### config.mk
export PLATFORM = sky130hd
export DESIGN_NAME = vwr_dist_pipe
export DESIGN_NICKNAME = d
export VERILOG_FILES = /design/src/hw/rtl/vwr_pkg.sv /design/src/hw/rtl/vwr_dist_pipe.sv
export SDC_FILE = /design/constraint.sdc
export NUM_CORES = 2
export LEC_CHECK = 0
export BUFFER_PORTS_ARGS = -buffer_cell sky130_fd_sc_hd__buf_2
export CORE_MARGIN = 4
export CORE_UTILIZATION = 29
export DETAILED_ROUTE_END_ITERATION = 6
export PLACE_DENSITY = 0.54
export SYNTH_ARGS = -nofsm -noshare
export SYNTH_HDL_FRONTEND = slang
export SYNTH_SLANG_ARGS = --single-unit
### constraint.sdc
create_clock -name clk -period 12.4 [get_ports clk]
set_input_delay 1.24 -clock clk [delete_from_list [all_inputs] [get_ports clk]]
set_output_delay 1.24 -clock clk [all_outputs]
set_load 0.02 [all_outputs]
### src/hw/rtl/vwr_pkg.sv
// Shared types and constants for the vertex weld and remap block.
// No dependencies; imported by every module of the block.
package vwr_pkg;

	localparam int MAX_VERTICES = 64;
	localparam int COORD_W      = 24;
	localparam int TOL_W        = 24;
	localparam int TOLSQ_W      = 2 * TOL_W;
	localparam int NEW_IDX_W    = 6;
	localparam int UCOUNT_W     = 7;

	typedef struct packed {
		logic signed [COORD_W-1:0] x_coord;
		logic signed [COORD_W-1:0] y_coord;
		logic signed [COORD_W-1:0] z_coord;
	} vwr_pos_t;

	typedef struct packed {
		logic signed [COORD_W-1:0] x_coord;
		logic signed [COORD_W-1:0] y_coord;
		logic signed [COORD_W-1:0] z_coord;
		logic                      last_vertex;
	} vwr_in_t;

	typedef struct packed {
		logic [NEW_IDX_W-1:0] new_index;
		logic [UCOUNT_W-1:0]  unique_count;
		logic                 overflow;
		logic                 last_result;
	} vwr_out_t;

endpackage

### src/hw/rtl/vwr_dist_pipe.sv
// Three-stage squared-distance pipeline with tolerance compare and tag pass-through.
// Depends on vwr_pkg.
module vwr_dist_pipe import vwr_pkg::*; #(
	parameter int TAG_W = 6
) (
	input  logic                clk,
	input  logic                arst_n,
	input  logic                in_v,
	input  vwr_pos_t            pa,
	input  vwr_pos_t            pb,
	input  logic [TAG_W-1:0]    in_tag,
	input  logic [TOLSQ_W-1:0]  tol_sq,
	output logic                out_v,
	output logic                out_close,
	output logic [TAG_W-1:0]    out_tag,
	output logic                busy
);

	localparam int D_W  = COORD_W + 1;
	localparam int SQ_W = 2 * D_W;
	localparam int SUM_W = SQ_W + 2;

	logic signed [D_W-1:0] dx, dy, dz;
	logic [D_W-1:0]        ax_s1, ay_s1, az_s1;
	logic [SQ_W-1:0]       sx_s2, sy_s2, sz_s2;
	logic [SUM_W-1:0]      sum;
	logic                  v_s1, v_s2;
	logic [TAG_W-1:0]      tag_s1, tag_s2;

	assign dx = D_W'(pa.x_coord) - D_W'(pb.x_coord);
	assign dy = D_W'(pa.y_coord) - D_W'(pb.y_coord);
	assign dz = D_W'(pa.z_coord) - D_W'(pb.z_coord);
	assign sum = SUM_W'(sx_s2) + SUM_W'(sy_s2) + SUM_W'(sz_s2);

	always_ff @(posedge clk or negedge arst_n) begin
		if (!arst_n) begin
			v_s1  <= 1'b0;
			v_s2  <= 1'b0;
			out_v <= 1'b0;
		end else begin
			v_s1  <= in_v;
			v_s2  <= v_s1;
			out_v <= v_s2;
		end
	end

	always_ff @(posedge clk) begin
		ax_s1     <= dx[D_W-1] ? D_W'(-dx) : D_W'(dx);
		ay_s1     <= dy[D_W-1] ? D_W'(-dy) : D_W'(dy);
		az_s1     <= dz[D_W-1] ? D_W'(-dz) : D_W'(dz);
		tag_s1    <= in_tag;
		sx_s2     <= SQ_W'(ax_s1) * SQ_W'(ax_s1);
		sy_s2     <= SQ_W'(ay_s1) * SQ_W'(ay_s1);
		sz_s2     <= SQ_W'(az_s1) * SQ_W'(az_s1);
		tag_s2    <= tag_s1;
		out_close <= sum < SUM_W'(tol_sq);
		out_tag   <= tag_s2;
	end

	assign busy = v_s1 | v_s2 | out_v;

endmodule

Word level (Yosys, flattened, before mapping)
Cells that the tools add are included.
{"block": "op_classes", "bitwise": 2, "add_sub_neg": 8, "muxes": 3, "n_mul": 3, "n_lt_le_gt_ge": 1}
{"cell": "25-bit by 25-bit multiplier with 50-bit output", "count": 3}
{"cell": "25-bit negation", "count": 3}
{"cell": "24-bit by 24-bit subtractor with 25-bit output", "count": 3}
{"cell": "24-bit two-way mux", "count": 3}
{"cell": "51-bit by 50-bit adder with 52-bit output", "count": 1}
{"cell": "52-bit by 48-bit < comparator with 1-bit output", "count": 1}
{"cell": "50-bit by 50-bit adder with 51-bit output", "count": 1}
{"cell": "1-bit OR", "count": 2}
{"block": "totals", "output_inout_bits": 9, "inputBits": 201, "word_cells": 33, "ff_bits": 247}

Longest topological paths before layout
{"block": "depth", "depth_word": 3, "mapped_depth": 29, "ltp_nobuf": 28}

Least setup slack after synthesis
Ideal clock, no wire load.
{"block": "synth_path", "path_type": "register -> register", "start": "register ax_s1[3]", "end": "register sx_s2[48]", "t_required_ps": 12278, "synth_period_minus_slack_ps": 7421, "path_buffers": 2, "setup_time_ps": 122, "path_stages_with_launch": 29, "setup_slack_ps": 4979, "arrival_time_ps": 7299, "path_cell_list": "dfxtp_1 -> clkbuf_1 -> clkbuf_1 -> nand2_1 -> fa_1 -> inv_1 -> fa_1 -> inv_1 -> fa_1 -> inv_1 -> fa_1 -> inv_1 -> fa_1 -> inv_1 -> fa_1 -> inv_1 -> fa_1 -> inv_1 -> ha_1 -> a21o_1 -> a21o_1 -> a221oi_1 -> o32ai_1 -> a21o_1 -> o211a_1 -> o21ai_1 -> a31oi_1 -> and3_1 -> a311o_1"}
{"block": "synth_between", "elab_chain_len": 1}
{"element": "from (decl)", "line": "vwr_dist_pipe.sv:24", "rtl": "logic [D_W-1:0] ax_s1, ay_s1, az_s1;"}
{"element": "from (signal assigned)", "line": "vwr_dist_pipe.sv:48", "rtl": "ax_s1 <= dx[D_W-1] ? D_W'(-dx) : D_W'(dx);"}
{"element": "25-bit by 25-bit multiplier with 50-bit output", "line": "vwr_dist_pipe.sv:52", "rtl": "sx_s2 <= SQ_W'(ax_s1) * SQ_W'(ax_s1);"}
{"element": "to (signal assigned)", "line": "vwr_dist_pipe.sv:52"}
{"element": "to (decl)", "line": "vwr_dist_pipe.sv:25", "rtl": "logic [SQ_W-1:0] sx_s2, sy_s2, sz_s2;"}
No other way between the ends.
A chain may end at the register's enable or synchronous reset.

Worst setup path after layout
{"block": "layout_path", "start": "register az_s1[17]", "end": "register sz_s2[42]"}
{"block": "layout_between", "elab_chain_len": 1}
{"element": "from (decl)", "line": "vwr_dist_pipe.sv:24"}
{"element": "from (signal assigned)", "line": "vwr_dist_pipe.sv:50", "rtl": "az_s1 <= dz[D_W-1] ? D_W'(-dz) : D_W'(dz);"}
{"element": "25-bit by 25-bit multiplier with 50-bit output", "line": "vwr_dist_pipe.sv:54", "rtl": "sz_s2 <= SQ_W'(az_s1) * SQ_W'(az_s1);"}
{"element": "to (signal assigned)", "line": "vwr_dist_pipe.sv:54"}
{"element": "to (decl)", "line": "vwr_dist_pipe.sv:25"}
No other way between the ends.

==> out/metrics.yaml <==
outcome:
  outcome: "complete, no violations"
synth:
  syn_avg_cell_area_um2: 8.92
  synth_edf_count: 0
  synth_cell_types: 97
  yosysWarnings: 0
  ys_ff_latch: 244
  synth_cells: 7787
  seq_area_frac_synth_pct: 7.05
  synth_top_cell_by_area: "fa_1"
  yosysMostFrequentCell: "inv_1"
  synth.top_cell.area_share_pct: 41.8
  synth_area_um2: 69500
  synth.area.top_cells: "fa_1 (42%), ha_1 (13%), inv_1 (12%)"
  synthFlopType: "dfxtp_1"
  synthTopCellsByCount: "inv_1 (2189), fa_1 (1452), ha_1 (731)"
  synthArstFlopShare_pct: 1.23
global_route:
  grt_max_degree: 29
  antenna_found_initial: 3
  grt_pass1_vias: 55509
  overflow: 0
  grt_pass1_wl_mm: 303
  grt_usage_pct: 15.2
placement:
  numPortBuffers: 209
  dp_hpwl_mm: 155
  gp_congestion: 0.869
clocking:
  cts_tree: "built"
  clock_latency_ps: 620
  ctsHoldBuffers: 0
  numClockSinks: 244
  cts_buffers: 35
  cts_resized: 0
  cts_max_level: 2
  clk_pin_slew_ps: 80
  postCtsSetupBuffers: 0
  cts_buffer_depth: 3
  root_buffer: "clkbuf_16"
detailed_routing:
  antenna_left: 0
  dr.pass1.iters: 6
  wl_mm: 186
  wl_met2_mm: 90.4
  avgViaCountPerCell: 4.55
  routed.top_layer: "met4"
  wl_met3_mm: 7.92
  met1_length_mm: 82.8
  wire_per_inst_um: 16.8
  drt_iter0_drc: 2381
  drc_errors: 0
  num_vias: 50356
sta:
  slew_violations: 0
  fin_skew_ps: 32.8
  hold_viol: 0
  tightest_slew_ps: 1210
  finalCriticalPeriod_ps: 8160
  period_share_pct: 65.8
  rsz0062_at_grt: "false"
  totalNegativeSetupSlack_ps: 0
  slew_headroom_pct: 19.2
  hold_ws_ps: 295
  setup_viol: 0
  max_freq_mhz: 123
floorplanning:
  row_count: 179
  dieArea_um2: 247000
  chipWidth_um: 497
  io_pins: 210
  initial_core_util_pct: 29.2
  coreArea_um2: 238000
  fp.dieH_um: 497
critical_path:
  worst_setup_path_start_kind: "flop"
  ff2ff_setup_slack_ps: 4240
  critPathArrivalTime_ps: 8680
  crit_path_end_kind: "flop"
  path_class: "reg -> reg"
  worstPathMaxFanout: 22
  cp.required_ps: 12920
min_path:
  worstHoldPathType: "reg -> reg"
cells_and_area:
  area_delta_synth_final_pct: 8.31
  antenna_cells: 0
  drive_above_1_share_pct: 4.73
  num-nets-final: 10259
flow_run:
  max_cap_viol_count: 0
worst max-delay path, cell delays in order, from the launching register on:
cell and delay, ps:
dfxtp_1 1020, nand2_1 250, fa_1 550, inv_1 50, fa_1 540, inv_1 60, fa_1 490, fa_1 520
inv_1 60, fa_1 490, fa_1 490, inv_1 50, fa_1 470, inv_1 40, ha_1 370, a41oi_1 280
o21ai_0 170, a31oi_1 230, o211ai_1 130, a41o_1 250, a221o_1 430, a2111oi_0 630, o21bai_1 150, a21oi_1 210
xnor2_1 140
registers in the layout, summed over array words and instances, names as in the netlist, 6 cells and up:
signal / count
sy_s2: 49
sx_s2: 49
sz_s2: 49
tag_s2: 6
ay_s1: 25
az_s1: 25
out_tag: 6
ax_s1: 25
tag_s1: 6
layout make-up:
type	instances	area (um^2)
inverters	2191	8220
well taps	3167	3960
repair buffers	280	1580
multi-input cells	5123	55400
fillers	24982	163000
clock inverters	20	193
clock buffers	41	940
flip-flops and latches	244	4900
worst paths after layout:
path | start | to | cells past startpoint
max | az_s1[17]$_DFF_P_ | sz_s2[42]$_DFF_P_ | 24
min | tag_s2[3]$_DFF_P_ | out_tag[3]$_DFF_P_ | 0
max reg2reg | az_s1[17]$_DFF_P_ | sz_s2[42]$_DFF_P_ | 24
min reg2reg | tag_s2[3]$_DFF_P_ | out_tag[3]$_DFF_P_ | 0
max in group asynchronous | arst_n | out_v$_DFF_PN0_ | 1
min in group asynchronous | arst_n | v_s1$_DFF_PN0_ | 1
layer usage:
| metal | up-vias | GRT usage (%) |
|---|---|---|
| li1 | 23706 | - |
| met1 | 25350 | 20.6 |
| met2 | 1111 | 26.2 |
| met3 | 189 | 1.59 |
| met4 | 0 | 3.56 |
| met5 | - | 0 |
stage by stage:
step / area, um^2 / std cells / util, % / worst slack [ps]
2_1_floorplan: 69500 / 7788 / - / 4980
3_3_place_gp: 74100 / 11005 / 31.1 / 4460
3_5_place_dp: 74100 / 11005 / 31.1 / 4350
4_1_cts: 75200 / 11066 / 31.6 / 4280
5_1_grt: 75200 / 11066 / 31.6 / 3900
6_report: 75200 / 11066 / 31.6 / 4240
logic make-up (layout without fill, tap and decap cells):
group	count (synthesis)	in the layout	synth area share, %
flops	244	244	7.05
compound gates	941	941	8.85
xor+xnor	328	328	4.14
other cells	2	3	0.0108
fa+ha+maj	2183	2183	55.0
buf+inv	2421	2532	13.1
mux	12	12	0.182
simple gates	1656	1656	11.6
cell usage in the layout, fill, tap and decap left out, types with 68 or more instances in the layout:
master / n
a21oi_1: 264
xnor2_1: 210
buf_2: 209
o21ai_0: 152
nand3_1: 68
xor2_1: 118
fa_1: 1452
nand2_1: 680
and2_1: 371
a21o_1: 174
ha_1: 731
buf_4: 71
dfxtp_1: 241
inv_1: 2189
nor2_1: 229
Power is not shown: default switching activity piles up to over one toggle a cycle in this logic, so the estimate is an artifact.
